File: config.mk
export PLATFORM = sky130hd
export DESIGN_NAME = utf16_to_utf8_transcoder
export DESIGN_NICKNAME = d
export VERILOG_FILES = /design/src/hw/rtl/utt_pkg.sv /design/src/hw/rtl/utf16_to_utf8_transcoder.sv /design/src/hw/rtl/utt_front.sv /design/src/hw/rtl/utt_fifo.sv /design/src/hw/rtl/utt_back.sv
export VERILOG_INCLUDE_DIRS = /design/src /design/src/hw/rtl
export SDC_FILE = /design/constraint.sdc
export NUM_CORES = 1
export LEC_CHECK = 0
export ABC_AREA = 1
export BUFFER_PORTS_ARGS = -buffer_cell sky130_fd_sc_hd__buf_4
export CAP_MARGIN = 20
export CORE_MARGIN = 2
export CORE_UTILIZATION = 60
export CTS_BUF_LIST = sky130_fd_sc_hd__clkbuf_4 sky130_fd_sc_hd__clkbuf_8
export DETAILED_ROUTE_END_ITERATION = 6
export MAX_ROUTING_LAYER = met4
export PLACE_DENSITY = 0.9
export SLEW_MARGIN = 5
export SYNTH_ARGS = -nofsm -noshare
export SYNTH_HDL_FRONTEND = slang
export SYNTH_SLANG_ARGS = --single-unit
File: constraint.sdc
create_clock -name clock -period 4.54 [get_ports clock]
set_input_delay 0.227 -clock clock [delete_from_list [all_inputs] [get_ports clock]]
set_output_delay 0.227 -clock clock [all_outputs]
set_load 0.01 [all_outputs]
File: src/hw/rtl/utf16_to_utf8_transcoder_macros.svh
// Assertion macros for the UTF-16 to UTF-8 transcoder.
`ifndef UTF16_TO_UTF8_TRANSCODER_MACROS_SVH
`define UTF16_TO_UTF8_TRANSCODER_MACROS_SVH

`ifndef NO_ASSERTIONS

`define UTT_ASSERT_IMP(lbl, ante, cons) \
   lbl: assert property (@(posedge clock) disable iff (reset) (ante) |-> (cons)) \
      else $error("utt: same-cycle check failed");

`define UTT_ASSERT_NXT(lbl, ante, cons) \
   lbl: assert property (@(posedge clock) disable iff (reset) (ante) |=> (cons)) \
      else $error("utt: next-cycle check failed");

`else

`define UTT_ASSERT_IMP(lbl, ante, cons)

`define UTT_ASSERT_NXT(lbl, ante, cons)

`endif

`endif

File: src/hw/rtl/utt_pkg.sv
// Shared types and constants of the UTF-16 to UTF-8 transcoder.
package utt_pkg;

   localparam int FIFO_DEPTH = 2;

   localparam logic [7:0] REPL_BYTE = 8'h23;
   localparam logic [5:0] HIGH_PREFIX = 6'b110110;   // 0xD800..0xDBFF
   localparam logic [5:0] LOW_PREFIX  = 6'b110111;   // 0xDC00..0xDFFF

   localparam logic [7:0] LEAD_2 = 8'hC0;
   localparam logic [7:0] LEAD_3 = 8'hE0;
   localparam logic [7:0] LEAD_4 = 8'hF0;
   localparam logic [7:0] CONT   = 8'h80;

   // one classified input word: up to four bytes ready to go out
   typedef struct packed {
      logic [3:0][7:0] bytes;
      logic [3:0]      repl;
      logic [1:0]      count_m1;
      logic            str_last;
   } job_type;

   typedef struct packed {
      logic full;
      logic empty;
   } fifo_stat_type;

endpackage

File: src/hw/rtl/utf16_to_utf8_transcoder.sv
// Top level of the UTF-16 to UTF-8 transcoder.
//
//   channel  direction  handshake            fields
//   req      in         req_valid/req_stall  req_code_unit[15:0], req_last_unit
//   rsp      out        rsp_valid/rsp_stall  rsp_out_byte[7:0], rsp_run_last,
//                                            rsp_string_last, rsp_is_replacement
//
// The front end takes one word per cycle while the job queue has room.
// The back end sends one byte per cycle unless stalled or the queue is empty; a word
// yields 1 to 4 bytes, a held high surrogate none. The output register sets the pace.
// Reset is synchronous and clears the pending surrogate, the queue and the output valid.
// rsp_stall holds the output register; the queue then fills and raises req_stall.
`include "utf16_to_utf8_transcoder_macros.svh"

module utf16_to_utf8_transcoder #(
   parameter int FIFO_DEPTH = utt_pkg::FIFO_DEPTH
) (
   input  logic        clock,
   input  logic        reset,
   input  logic        req_valid,
   output logic        req_stall,
   input  logic [15:0] req_code_unit,
   input  logic        req_last_unit,
   output logic        rsp_valid,
   input  logic        rsp_stall,
   output logic [7:0]  rsp_out_byte,
   output logic        rsp_run_last,
   output logic        rsp_string_last,
   output logic        rsp_is_replacement
);

   utt_pkg::job_type       push_job, head_job;
   utt_pkg::fifo_stat_type q_stat;
   logic                   push, pop;

   utt_front u_front (
      .clock         (clock),
      .reset         (reset),
      .req_valid     (req_valid),
      .req_stall     (req_stall),
      .req_code_unit (req_code_unit),
      .req_last_unit (req_last_unit),
      .q_stat        (q_stat),
      .push          (push),
      .job           (push_job)
   );

   utt_fifo #(
      .DEPTH (FIFO_DEPTH)
   ) u_fifo (
      .clock    (clock),
      .reset    (reset),
      .push     (push),
      .push_job (push_job),
      .pop      (pop),
      .head_job (head_job),
      .stat     (q_stat)
   );

   utt_back u_back (
      .clock              (clock),
      .reset              (reset),
      .head_job           (head_job),
      .q_stat             (q_stat),
      .pop                (pop),
      .rsp_valid          (rsp_valid),
      .rsp_stall          (rsp_stall),
      .rsp_out_byte       (rsp_out_byte),
      .rsp_run_last       (rsp_run_last),
      .rsp_string_last    (rsp_string_last),
      .rsp_is_replacement (rsp_is_replacement)
   );

   // a word's bytes are queued as one job, so mid-word the next byte follows at once
   `UTT_ASSERT_NXT(a_run_continues, rsp_valid && !rsp_stall && !rsp_run_last, rsp_valid)
   `UTT_ASSERT_IMP(a_str_end_is_run_end, rsp_valid && rsp_string_last, rsp_run_last)
   `UTT_ASSERT_IMP(a_repl_byte, rsp_valid && rsp_is_replacement, rsp_out_byte == utt_pkg::REPL_BYTE)
   `UTT_ASSERT_IMP(a_no_push_when_full, q_stat.full, !push)

endmodule

File: src/hw/rtl/utt_front.sv
// Front end: accepts code units, tracks the pending high surrogate, builds byte jobs.
module utt_front (
   input  logic                   clock,
   input  logic                   reset,
   input  logic                   req_valid,
   output logic                   req_stall,
   input  logic [15:0]            req_code_unit,
   input  logic                   req_last_unit,
   input  utt_pkg::fifo_stat_type q_stat,
   output logic                   push,
   output utt_pkg::job_type       job
);

   logic       pend_ff, pend_in;
   logic [9:0] hbits_ff, hbits_in;

   logic        accept;
   logic        is_high, is_low;
   logic [20:0] cp4;
   logic [2:0][7:0] tbytes;
   logic [2:0]  trepl;
   logic [2:0]  tcount;
   logic [3:0][7:0] bytes;
   logic [3:0]  repl;
   logic [2:0]  count;

   assign req_stall = q_stat.full;
   assign accept    = req_valid && !req_stall;
   assign is_high   = (req_code_unit[15:10] == utt_pkg::HIGH_PREFIX);
   assign is_low    = (req_code_unit[15:10] == utt_pkg::LOW_PREFIX);
   assign cp4       = {1'b0, hbits_ff, req_code_unit[9:0]} + 21'h10000;

   // bytes of the current unit taken on its own
   always_comb begin
      tbytes = '0;
      trepl  = '0;
      tcount = 3'd0;
      if (is_high) begin
         if (req_last_unit) begin
            tbytes[0] = utt_pkg::REPL_BYTE;
            trepl[0]  = 1'b1;
            tcount    = 3'd1;
         end
      end else if (is_low) begin
         tbytes[0] = utt_pkg::REPL_BYTE;
         trepl[0]  = 1'b1;
         tcount    = 3'd1;
      end else if (req_code_unit < 16'h0080) begin
         tbytes[0] = req_code_unit[7:0];
         tcount    = 3'd1;
      end else if (req_code_unit < 16'h0800) begin
         tbytes[0] = utt_pkg::LEAD_2 | {3'b000, req_code_unit[10:6]};
         tbytes[1] = utt_pkg::CONT | {2'b00, req_code_unit[5:0]};
         tcount    = 3'd2;
      end else begin
         tbytes[0] = utt_pkg::LEAD_3 | {4'b0000, req_code_unit[15:12]};
         tbytes[1] = utt_pkg::CONT | {2'b00, req_code_unit[11:6]};
         tbytes[2] = utt_pkg::CONT | {2'b00, req_code_unit[5:0]};
         tcount    = 3'd3;
      end
   end

   always_comb begin
      bytes = '0;
      repl  = '0;
      count = 3'd0;
      if (pend_ff && is_low) begin
         bytes[0] = utt_pkg::LEAD_4 | {5'b00000, cp4[20:18]};
         bytes[1] = utt_pkg::CONT | {2'b00, cp4[17:12]};
         bytes[2] = utt_pkg::CONT | {2'b00, cp4[11:6]};
         bytes[3] = utt_pkg::CONT | {2'b00, cp4[5:0]};
         count    = 3'd4;
      end else if (pend_ff) begin
         // orphaned high surrogate: '#' ahead of the current unit
         bytes[0]   = utt_pkg::REPL_BYTE;
         repl[0]    = 1'b1;
         bytes[3:1] = tbytes;
         repl[3:1]  = trepl;
         count      = tcount + 3'd1;
      end else begin
         bytes[2:0] = tbytes;
         repl[2:0]  = trepl;
         count      = tcount;
      end
   end

   assign push         = accept && (count != 3'd0);
   assign job.bytes    = bytes;
   assign job.repl     = repl;
   assign job.count_m1 = 2'(count - 3'd1);
   assign job.str_last = req_last_unit;

   always_comb begin
      pend_in  = pend_ff;
      hbits_in = hbits_ff;
      if (accept) begin
         if (is_high && !req_last_unit && !(pend_ff && is_low)) begin
            pend_in  = 1'b1;
            hbits_in = req_code_unit[9:0];
         end else begin
            pend_in  = 1'b0;
         end
      end
   end

   always_ff @(posedge clock) begin
      if (reset) begin
         pend_ff <= 1'b0;
      end else begin
         pend_ff <= pend_in;
      end
      hbits_ff <= hbits_in;
   end

endmodule

File: src/hw/rtl/utt_fifo.sv
// Short job queue between front and back end.
module utt_fifo #(
   parameter int DEPTH = utt_pkg::FIFO_DEPTH
) (
   input  logic                   clock,
   input  logic                   reset,
   input  logic                   push,
   input  utt_pkg::job_type       push_job,
   input  logic                   pop,
   output utt_pkg::job_type       head_job,
   output utt_pkg::fifo_stat_type stat
);

   localparam int PTR_W = (DEPTH > 1) ? $clog2(DEPTH) : 1;
   localparam int CNT_W = $clog2(DEPTH + 1);

   utt_pkg::job_type entry_ff [DEPTH];

   logic [PTR_W-1:0] wr_ptr_ff, wr_ptr_in;
   logic [PTR_W-1:0] rd_ptr_ff, rd_ptr_in;
   logic [CNT_W-1:0] count_ff, count_in;

   function automatic logic [PTR_W-1:0] next_ptr(input logic [PTR_W-1:0] p);
      logic [PTR_W-1:0] r;
      if (p == PTR_W'(DEPTH - 1)) begin
         r = '0;
      end else begin
         r = p + PTR_W'(1);
      end
      return r;
   endfunction

   assign stat.full  = (count_ff == CNT_W'(DEPTH));
   assign stat.empty = (count_ff == '0);
   assign head_job   = entry_ff[rd_ptr_ff];

   always_comb begin
      wr_ptr_in = push ? next_ptr(wr_ptr_ff) : wr_ptr_ff;
      rd_ptr_in = pop ? next_ptr(rd_ptr_ff) : rd_ptr_ff;
      count_in  = count_ff;
      if (push && !pop) begin
         count_in = count_ff + CNT_W'(1);
      end else if (pop && !push) begin
         count_in = count_ff - CNT_W'(1);
      end
   end

   always_ff @(posedge clock) begin
      if (reset) begin
         wr_ptr_ff <= '0;
         rd_ptr_ff <= '0;
         count_ff  <= '0;
      end else begin
         wr_ptr_ff <= wr_ptr_in;
         rd_ptr_ff <= rd_ptr_in;
         count_ff  <= count_in;
      end
      if (push) begin
         entry_ff[wr_ptr_ff] <= push_job;
      end
   end

endmodule

File: src/hw/rtl/utt_back.sv
// Back end: sends queued job bytes via an output register, one per cycle unless stalled.
module utt_back (
   input  logic                   clock,
   input  logic                   reset,
   input  utt_pkg::job_type       head_job,
   input  utt_pkg::fifo_stat_type q_stat,
   output logic                   pop,
   output logic                   rsp_valid,
   input  logic                   rsp_stall,
   output logic [7:0]             rsp_out_byte,
   output logic                   rsp_run_last,
   output logic                   rsp_string_last,
   output logic                   rsp_is_replacement
);

   logic       valid_ff, valid_in;
   logic [1:0] idx_ff, idx_in;
   logic [7:0] byte_ff;
   logic       run_last_ff, str_last_ff, repl_ff;

   logic load;
   logic at_end;

   assign load   = !q_stat.empty && (!valid_ff || !rsp_stall);
   assign at_end = (idx_ff == head_job.count_m1);
   assign pop    = load && at_end;

   always_comb begin
      idx_in = idx_ff;
      if (load) begin
         idx_in = at_end ? 2'd0 : idx_ff + 2'd1;
      end
      valid_in = valid_ff;
      if (load) begin
         valid_in = 1'b1;
      end else if (!rsp_stall) begin
         valid_in = 1'b0;
      end
   end

   always_ff @(posedge clock) begin
      if (reset) begin
         valid_ff <= 1'b0;
         idx_ff   <= 2'd0;
      end else begin
         valid_ff <= valid_in;
         idx_ff   <= idx_in;
      end
      if (load) begin
         byte_ff     <= head_job.bytes[idx_ff];
         repl_ff     <= head_job.repl[idx_ff];
         run_last_ff <= at_end;
         str_last_ff <= at_end && head_job.str_last;
      end
   end

   assign rsp_valid          = valid_ff;
   assign rsp_out_byte       = byte_ff;
   assign rsp_run_last       = run_last_ff;
   assign rsp_string_last    = str_last_ff;
   assign rsp_is_replacement = repl_ff;

endmodule
==> results of run 1 <==
-- logic make-up (layout without fill, tap and decap cells) --
group                      Yosys count  count (layout)  synth area share, %
AOI/OAI and AO/OA                   86              86                10.52
xor gates and xnor gates             4               4               0.7715
DFF                                100             100                64.13
buffers and inverters               52              91                4.545
and+or+nand+nor                    201             201                18.93
adders and majority gates            4               4                1.102
-- layer usage --
layer / routed length [microns] / up-vias / track usage, %
li1: - / 1611 / -
met2: 4861 / 191 / 39.94
met4: 312 / 0 / 13.01
met1: 4034 / 1563 / 35.60
met5: 0 / - / -
met3: 913 / 26 / 5.145
-- registers in the layout (all words and copies together) (netlist names), named ones only --
signal and count:
u_fifo.rd_ptr_ff 1, u_back.rsp_valid 1, u_back.rsp_string_last 1, u_fifo.wr_ptr_ff 1, u_fifo.entry_ff 70, u_back.rsp_run_last 1, u_front.pend_ff 1, u_back.rsp_out_byte 8
u_front.hbits_ff 10, u_back.idx_ff 2, u_back.rsp_is_replacement 1, u_fifo.count_ff 2
-- power by group through the flow --
stage / Sequential, W / Clock (W) / Combinational [W]
3_5_place_dp: 0.00129 / 0 / 0.000673
5_1_grt: 0.00128 / 0.000685 / 0.000757
4_1_cts: 0.00127 / 0.000642 / 0.000677
3_3_place_gp: 0.00128 / 0 / 0.000640
6_report: 0.00127 / 0.000640 / 0.000682
2_1_floorplan: 0.00130 / 0 / 0.000401
-- final cells by class --
class | instances | area, sq um
Inverter | 37 | 138.9
Multi-Input combinational cell | 295 | 1425
Clock buffer | 9 | 123.9
Fill cell | 535 | 2175
Clock inverter | 7 | 107.6
Timing Repair Buffer | 38 | 285.3
Tap cell | 99 | 123.9
Sequential cell | 100 | 2913
-- metrics by stage --
stage	instance area, sq um	power, W	hold slack (ns)	utilization, %
2_1_floorplan	4542	0.001704	0.2961	-
3_3_place_gp	4886	0.001919	0.4237	67.00
3_5_place_dp	4886	0.001961	0.4249	67.00
4_1_cts	5117	0.002588	0.04314	70.18
5_1_grt	5117	0.002724	0.04041	70.18
6_report	5117	0.002590	0.05166	70.18
-- Yosys cell counts --
cell type  number  area, sq um
o21ai_1         2        10.01
nand3_4         1        17.52
buf_6           1        11.26
a21oi_1        15        75.07
nor3_1          1        5.000
o21ai_2         2        17.52
xnor2_1         1        8.760
nand2_1        97        364.1
clkbuf_1       10        37.54
dfxtp_1         9        180.2
o22ai_1        16        100.1
nor2_4          2        22.52
o211ai_1        3        22.52
a21oi_2         1        8.760
o21ai_0        43        215.2
inv_2           2        7.510
nor2_8          1        20.02
nand4_1         5        31.28
nor2_1         64        240.2
o21a_1          2        15.01
buf_2           3        15.01
buf_1           1        3.750
a31oi_1         1        6.260
a21boi_0        1        7.510
or2_0           1        6.260
inv_1          33        123.9
xor2_1          3        26.28
ha_1            4        50.05
nand2_4         1        11.26
nand3_1        27        135.1
nor2_2          1        6.260
clkinv_1        2        7.510
edfxtp_1       91         2733
-- worst register-to-register path, delay by kind of cell (launching register included) --
kind	cells	cell delay (ns)
adder cells (fa/ha/maj)	2	0.53
AND/OR/NAND/NOR	3	0.41
buffers and inverters	3	0.64
AO/OA/AOI/OAI	6	1.11
flip-flops	1	0.31
-- worst min path at each step --
stage	start	end	slack, ns	cells after the start
6_report	req_code_unit[5]	u_front.hbits_ff[5]	0.05	1
3_5_place_dp	req_code_unit[5]	u_front.hbits_ff[5]	0.42	1
2_1_floorplan	reset	u_front.pend_ff	0.30	1
3_3_place_gp	req_code_unit[5]	u_front.hbits_ff[5]	0.42	1
5_1_grt	req_code_unit[5]	u_front.hbits_ff[5]	0.04	1
4_1_cts	req_code_unit[5]	u_front.hbits_ff[5]	0.04	1
==> reports/metrics.yaml, run 1 <==
initial_core_util_pct: 62.29
port_buffers: 33
yosysSeqAreaShare_pct: 64.13
clk_pin_slew_ns: 0.09
cts_buffer_depth: 2
ys_warn_count: 0
start_kind: "flop"
rr_worst_depth: 14
dp.cells: 569
clock_skew_ns: 0.01085
dp_worst_setup_slack_ns: 1.488
final_antenna_net_count: 0
die_area_sq_um: 8282
total_leakage_power_nw: 2.027
wl_per_cell_microns: 17.30
drv_cap: 0
io_pins: 34
p_sw_w: 0.0008250
viasPerCell: 5.797
status: "complete, no violations"
crit_top_cell: "o21ai_0"
h-tree-depth: 3
cts_resized: 0
reg2reg_to: "u_fifo.count_ff[1]"
setup_viol: 0
p_sw_share_pct: 31.85
worstSetupStartpoint: "u_front.pend_ff"
fin_nets: 506
grt_pass1_vias: 3265
crit_end: "u_fifo.count_ff[1]"
grt_max_degree: 37
rrSetupSlack_ns: 1.43
cpMaxStageDelayCell: "o21ai_0"
clk_latency_ns: 0.37
cts_made_buffers: 9
syn_nets: 472
synthesis.area_sq_um: 4542
grt_setup_unrepaired: "no"
crit_family: "compound AO/OA/AOI/OAI gates"
detail_route.iter0.violations: 385
vias: 3391
pwr-share-clk_pct: 24.7
worst_r2r_startpoint: "u_front.pend_ff"
die_y_microns: 91.01
cp_num_cells: 14
gr-total-overflow: 0
hold_violations: 0
place_congestion: 0.9729
clockRootBuffer: "clkbuf_8"
drc_errors: 0
ir_drop_uv: 170.3
drive_above_1_share_pct: 13.58
cpPeakStageDelay_ns: 0.48
ys_ff_latch: 100
seq_power_share_pct: 49.0
tightestPinTransition_ns: 0.6362
hold_buffers: 0
period_share_pct: 68.40
crit_type: "flop to flop"
required_ns: 4.80
slew_violations: 0
mostFrequentLayoutCells: "97 x nand2_1, 91 x edfxtp_1, 63 x nor2_1"
crit_arrival_ns: 3.36
cts_tree: "built"
dp_hpwl_microns: 7063
end_kind: "flop"
num_antenna_cells: 0
synth_cell_types: 33
intPower_w: 0.001765
max_freq_mhz: 322.0
antenna_found_initial: 0
p_per_area_nw_per_um2: 506.2
synth.avg_cell_area_sq_um: 10.16
syn2layout_area_growth_pct: 12.67
critPathBufInv: 3
final_common_cell: "nand2_1"
comb_power_share_pct: 26.3
grtUsageTotal_pct: 26.73
hold_class: "input port to flop"
grt_pass1_wl_microns: 16500
path_max_fanout: 19
setup_ws_ns: 1.435
die_w_microns: 91.01
wirelength_microns: 10120
post-route-min-period_ns: 3.105
synthCells: 447
max_slew_margin_pct: 57.58
rows: 31
crit_chain: "buf_4 > inv_1 > nor2_1 > o21ai_0 > ha_1 > a21boi_0 > nand2_1 > nand2_1 > inv_1 > ha_1 > a21oi_1 > o21ai_0 > o21ai_0 > a21oi_1"
post_cts_buffers: 0
core_area_sq_um: 7292
layout.cells.non_filler: 585
timing.setup.tns_ns: 0
cts.sinks: 100
dr.pass1.iters: 6
Note: power is estimated with default switching activity, not from simulation.
==> run 2, diff against run 1 <==
--- a/config.mk
+++ b/config.mk
@@ -10,11 +10,11 @@
 export BUFFER_PORTS_ARGS = -buffer_cell sky130_fd_sc_hd__buf_4
 export CAP_MARGIN = 20
 export CORE_MARGIN = 2
-export CORE_UTILIZATION = 60
+export CORE_UTILIZATION = 56
 export CTS_BUF_LIST = sky130_fd_sc_hd__clkbuf_4 sky130_fd_sc_hd__clkbuf_8
 export DETAILED_ROUTE_END_ITERATION = 6
 export MAX_ROUTING_LAYER = met4
-export PLACE_DENSITY = 0.9
+export PLACE_DENSITY = 0.88
 export SLEW_MARGIN = 5
 export SYNTH_ARGS = -nofsm -noshare
 export SYNTH_HDL_FRONTEND = slang
==> constraint.sdc (replaced) <==
create_clock -name clock -period 2.7 [get_ports clock]
set_input_delay 0.135 -clock clock [delete_from_list [all_inputs] [get_ports clock]]
set_output_delay 0.135 -clock clock [all_outputs]
set_load 0.01 [all_outputs]
==> reports/metrics.yaml, run 2 (synthesized netlist as in run 1, its figures left out) <==
ir_drop_uv: 328.8  # +93%
syn2layout_area_growth_pct: 19.34
cts_made_buffers: 9  # unchanged
place_congestion: 1.016  # +4.5%
final_common_cell: "nand2_1"
routed-wl-met3_microns: 810  # -11%
cpPeakStageDelay_ns: 0.53  # +0.05 ns
crit_arrival_ns: 2.82  # -0.54 ns
post-route-min-period_ns: 2.576
crit_type: "input port to flop"
fin_util_pct: 69.42  # -0.76 points
tightestPinTransition_ns: 0.4013  # -0.2350 ns
rows: 32  # +3.2%
hold_class: "input port to flop"
setup_viol: 0  # unchanged
design_area_sq_um: 5420  # +5.9%
max_slew_margin_pct: 72.97  # +15 points
detail_route.iter0.violations: 406  # +5.5%
fill_cells: 552  # +3.2%
h-tree-depth: 3  # unchanged
gr-total-overflow: 0  # unchanged
end_kind: "flop"
die_area_sq_um: 8847  # +6.8%
num_antenna_cells: 0  # unchanged
final_antenna_net_count: 0  # unchanged
period_share_pct: 95.39
port_buffers: 33  # unchanged
drv_cap: 0  # unchanged
drive_above_1_share_pct: 17.73  # +4.1 points
die_w_microns: 94.06  # +3.4%
core_area_sq_um: 7807  # +7.1%
viasPerCell: 5.781  # -0.27%
die_y_microns: 94.06  # +3.4%
p_per_area_nw_per_um2: 803.1  # +59%
clk_pin_slew_ns: 0.10  # about the same
fin_hold_ws_ns: 0.07397  # +0.02232 ns
top_layer_used: "met4"
start_kind: "input port"
hold_violations: 0  # unchanged
path_max_fanout: 3  # -16
required_ns: 2.95  # -1.85 ns
fin_nets: 539  # +6.5%
drc_errors: 0  # unchanged
dp_hpwl_microns: 7128  # +0.92%
top_register: "u_fifo.entry_ff"
slew_violations: 0  # unchanged
crit_chain: "dlygate4sd3_1 > buf_4 > nor2_2 > a21oi_2 > ha_1 > nand2_1 > nand2_1 > inv_1 > ha_1 > a21boi_2 > nand2_1 > nand2_2 > inv_1 > ha_1 > a21oi_1 > o21ai_0 > o21ai_1 > a21oi_1"
cts_buffer_depth: 2  # unchanged
finalPower_w: 0.004353  # +68%
vias: 3590  # +5.9%
timing.setup.tns_ns: 0  # unchanged
status: "complete, no violations"
clock_skew_ns: 0.01032  # -0.0005290 ns
cts_tree: "built"
cts.sinks: 100  # unchanged
grt_pass1_vias: 3534  # +8.2%
dr.pass1.iters: 7  # +1
wirelength_microns: 10480  # +3.5%
grt_setup_unrepaired: "no"
total_leakage_power_nw: 2.164  # +6.8%
place_area_sq_um: 5081  # +4.0%
wl_met2_microns: 5230  # +7.6%
max_freq_mhz: 388.3
clk_latency_ns: 0.36  # about the same
cpMaxStageDelayCell: "dlygate4sd3_1"
io_pins: 34  # unchanged
drt-met1-wl_microns: 4104  # +1.7%
antenna_found_initial: 0  # unchanged
mostFrequentLayoutCells: "96 x nand2_1, 91 x edfxtp_1, 61 x nor2_1"
initial_core_util_pct: 58.17  # -4.1 points
grt_pass1_wl_microns: 16790  # +1.8%
clockRootBuffer: "clkbuf_8"
post_cts_buffers: 0  # unchanged
grt_max_degree: 36  # -2.7%
wl_per_cell_microns: 16.87  # -2.5%
grtUsageTotal_pct: 26.07  # -0.67 points
largest_reg_flops: 70  # unchanged
[run 2: changes by cell type in the layout (fill, tap and decap cells not counted), moves of 2 or more]
cell           change
nor2_1             -2
dlygate4sd3_1     +12
buf_4             +19
clkinvlp_4         +2
o21ai_1            +2
clkinv_4           -2
buf_12             +2
o21ai_0            -2
[run 2: power breakdown]
group          total, W  internal [W]  switching (W)  leakage [nW]
Sequential      0.00213       0.00204      0.0000929         0.903
Combinational   0.00124      0.000476       0.000766          1.16
Clock          0.000980      0.000462       0.000519         0.101
Total           0.00435       0.00298        0.00138          2.16
[run 2: path summary, 6_finish.rpt]
kind	from	end	slack, ns	cells past startpoint
max	req_last_unit	u_fifo.count_ff[1]	0.12	18
min	rsp_stall	u_back.rsp_valid	0.07	3
max reg2reg	u_front.pend_ff	u_fifo.count_ff[1]	0.35	13
min reg2reg	u_back.rsp_valid	u_back.rsp_valid	0.51	2
[run 2: critical path, delay by kind of cell]
| kind | cells | cell delay (ns) |
|---|---|---|
| buf+inv | 4 | 0.79 |
| fa+ha+maj | 3 | 0.71 |
| compound gates | 6 | 0.67 |
| simple gates | 5 | 0.50 |
[run 2: metal layers]
layer,vias up,GRT usage [%]
met5,-,-
li1,1675,-
met1,1689,31.69
met2,195,43.51
met4,0,10.99
met3,31,4.334
[run 2: per-stage QoR]
stage	cells	setup slack (ns)
after global routing	621	0.003926
final	621	0.1244
after floorplan	447	0.08563
after CTS	621	0.02301
after global placement	593	0.02321
after detailed placement	593	-0.2342
[run 2: layout make-up]
class | count | area (sq um) | area share (%)
Sequential cell | 100 | 2913 | 53.74
Multi-Input combinational cell | 295 | 1441 | 26.59
Timing Repair Buffer | 71 | 588.1 | 10.85
Inverter | 37 | 142.6 | 2.632
Clock buffer | 10 | 137.6 | 2.539
Tap cell | 102 | 127.6 | 2.355
Clock inverter | 6 | 70.07 | 1.293
[run 2: timing repair]
action,in CTS,in global routing
resized for setup,0,7
endpoints found under the setup margin,0,2
hold endpoints to repair,15,0
hold buffers,12,0
==> run 3, diff against run 2 <==
--- a/config.mk
+++ b/config.mk
@@ -9,10 +9,12 @@
 export ABC_AREA = 1
 export BUFFER_PORTS_ARGS = -buffer_cell sky130_fd_sc_hd__buf_4
 export CAP_MARGIN = 20
+export CORE_ASPECT_RATIO = 0.6
 export CORE_MARGIN = 2
 export CORE_UTILIZATION = 56
 export CTS_BUF_LIST = sky130_fd_sc_hd__clkbuf_4 sky130_fd_sc_hd__clkbuf_8
 export DETAILED_ROUTE_END_ITERATION = 6
+export GPL_TIMING_DRIVEN = 0
 export MAX_ROUTING_LAYER = met4
 export PLACE_DENSITY = 0.88
 export SLEW_MARGIN = 5
==> reports/metrics.yaml, run 3 (synthesized netlist as in run 1, its figures left out) <==
max_freq_mhz: 388.4  # about the same
dr.pass1.iters: 5  # -2
fill_cells: 584  # +5.8%
num_antenna_cells: 0  # unchanged
viasPerCell: 5.889  # +1.9%
die_y_microns: 73.76  # -22%
place_congestion: 0.9431  # -7.2%
cts.sinks: 100  # unchanged
die_w_microns: 120.3  # +28%
critPathBufInv: 4  # unchanged
port_buffers: 33  # unchanged
cts_made_buffers: 9  # unchanged
syn2layout_area_growth_pct: 21.10
die_area_sq_um: 8871  # +0.27%
wl_met2_microns: 5502  # +5.2%
rows: 25  # -22%
final_antenna_net_count: 0  # unchanged
post-route-min-period_ns: 2.575  # -0.001046 ns
setup_viol: 0  # unchanged
rr_worst_depth: 10  # -3
mostFrequentLayoutCells: "93 x nand2_1, 91 x edfxtp_1, 58 x nor2_1"
drc_errors: 0  # unchanged
h-tree-depth: 3  # unchanged
reg2reg_to: "u_fifo.entry_ff[1][7]"
worst_r2r_startpoint: "u_front.pend_ff"
cpMaxStageDelayCell: "dlygate4sd3_1"
period_share_pct: 95.36  # about the same
routed-wl-met3_microns: 1502  # +85%
wirelength_microns: 12150  # +16%
hold_class: "input port to flop"
drt-met1-wl_microns: 4963  # +21%
finalPower_w: 0.004468  # +2.6%
hold_violations: 0  # unchanged
clk_latency_ns: 0.38  # +0.02 ns
crit_arrival_ns: 2.84  # +0.02 ns
grt_pass1_wl_microns: 18690  # +11%
clockRootBuffer: "clkbuf_8"
crit_type: "input port to flop"
rrSetupSlack_ns: 0.14  # -0.21 ns
io_pins: 34  # unchanged
initial_core_util_pct: 57.62  # -0.55 points
fin_nets: 543  # +0.74%
crit_chain: "dlygate4sd3_1 > buf_4 > nor2_4 > a21oi_4 > ha_1 > nand2_1 > nand2_1 > inv_1 > ha_1 > a21boi_2 > nand2_2 > nand2_4 > inv_1 > ha_4 > a21oi_2 > o21ai_1 > o21ai_1 > a21oi_1"
clock_skew_ns: 0.009694  # -0.0006237 ns
core_area_sq_um: 7883  # +0.96%
cts_tree: "built"
gr-total-overflow: 0  # unchanged
crit_family: "buffers and inverters"
tightestPinTransition_ns: 0.6671  # +0.2659 ns
vias: 3716  # +3.5%
holdPathStages: 3  # unchanged
largest_reg_flops: 70  # unchanged
top_layer_used: "met4"
top_register: "u_fifo.entry_ff"
wl_per_cell_microns: 19.25  # +14%
slew_violations: 0  # unchanged
required_ns: 2.97  # +0.02 ns
dp.cells: 588  # -0.84%
final_common_cell: "nand2_1"
drive_above_1_share_pct: 18.16  # +0.44 points
p_per_area_nw_per_um2: 812.2  # +1.1%
cpPeakStageDelay_ns: 0.55  # +0.02 ns
grt_max_degree: 19  # -47%
cts_buffer_depth: 2  # unchanged
drv_cap: 0  # unchanged
start_kind: "input port"
clk_pin_slew_ns: 0.10  # about the same
layout.cells.non_filler: 631  # +1.6%
path_max_fanout: 3  # unchanged
status: "complete, no violations"
holdCritStartpoint: "rsp_stall"
hold_end: "u_back.rsp_valid"
grtUsageTotal_pct: 29.93  # +3.9 points
ir_drop_uv: 321.9  # -2.1%
end_kind: "flop"
detail_route.iter0.violations: 718  # +77%
total_leakage_power_nw: 2.153  # -0.52%
max_slew_margin_pct: 55.53  # -17 points
antenna_found_initial: 0  # unchanged
grt_pass1_vias: 3424  # -3.1%
dp_hpwl_microns: 8012  # +12%
run 3: changes by cell type in the layout (fill, tap and decap cells not counted), moves of 2 or more:
cell,before,now
nand2_1,96,93
clkbuf_1,0,10
buf_2,0,2
nand2_2,1,3
buf_4,57,45
nor2_4,3,8
nor2_1,61,58
run 3: metal layers:
metal / GRT usage, % / vias up
li1: - / 1690
met1: 41.57 / 1745
met2: 43.50 / 261
met3: 7.531 / 20
met4: 10.08 / 0
met5: - / -
run 3: stage by stage:
stage               setup TNS [ns]  setup slack (ns)  cell area (sq um)  hold slack, ns  utilization, %
global route              -0.01106          -0.01106               5500          0.1171           69.78
CTS                              0           0.01147               5386         0.06998           68.33
finish                           0            0.1254               5500         0.07654           69.78
global placement            -41.58           -0.5994               4936          0.3400           62.62
detailed placement          -42.05           -0.6314               4936          0.3420           62.62
floorplan                        0           0.08563               4553          0.2041               -
run 3: worst min-delay path: cells and delay by family:
family / cells / cell delay (ns)
AND/OR/NAND/NOR: 1 / 0.08
buffers and inverters: 1 / 0.08
AO/OA/AOI/OAI: 1 / 0.13
run 3: worst max-delay path by stage:
| stage | to | from | depth (start not counted) |
|---|---|---|---|
| 2_1_floorplan | u_fifo.entry_ff[1][0] | req_code_unit[13] | 14 |
| 3_3_place_gp | u_fifo.entry_ff[1][18] | req_code_unit[13] | 14 |
| 3_5_place_dp | u_fifo.entry_ff[1][14] | req_code_unit[13] | 15 |
| 4_1_cts | u_fifo.count_ff[1] | u_front.pend_ff | 14 |
| 5_1_grt | u_fifo.count_ff[1] | u_front.pend_ff | 14 |
| 6_report | u_fifo.count_ff[1] | req_last_unit | 18 |
run 3: layout make-up:
cell class / count / area [sq um] / area share [%]
Clock inverter: 7 / 81.33 / 1.479
Tap cell: 108 / 135.1 / 2.457
Inverter: 37 / 146.4 / 2.662
Clock buffer: 9 / 123.9 / 2.252
Timing Repair Buffer: 58 / 490.5 / 8.917
Timing Repair inverter: 1 / 7.507 / 0.1365
Sequential cell: 100 / 2913 / 52.96
Buffer: 15 / 73.82 / 1.342
Multi-Input combinational cell: 296 / 1529 / 27.80
run 3: report_power, final:
| group | leakage (nW) | internal, W | switching [W] | total (W) |
|---|---|---|---|---|
| clock | 0.101 | 0.000443 | 0.000542 | 0.000985 |
| combinational | 1.15 | 0.000485 | 0.000871 | 0.00136 |
| sequential | 0.903 | 0.00204 | 0.0000882 | 0.00213 |
run 3: timing repair:
action / in CTS / in global routing
pin swaps: 1 / 3
buffers inserted: 9 / 4
endpoints found under the setup margin: 71 / 37
hold buffers: 12 / 0
resized for setup: 8 / 23
endpoints found under the hold margin: 15 / 0
cloned: 2 / 0
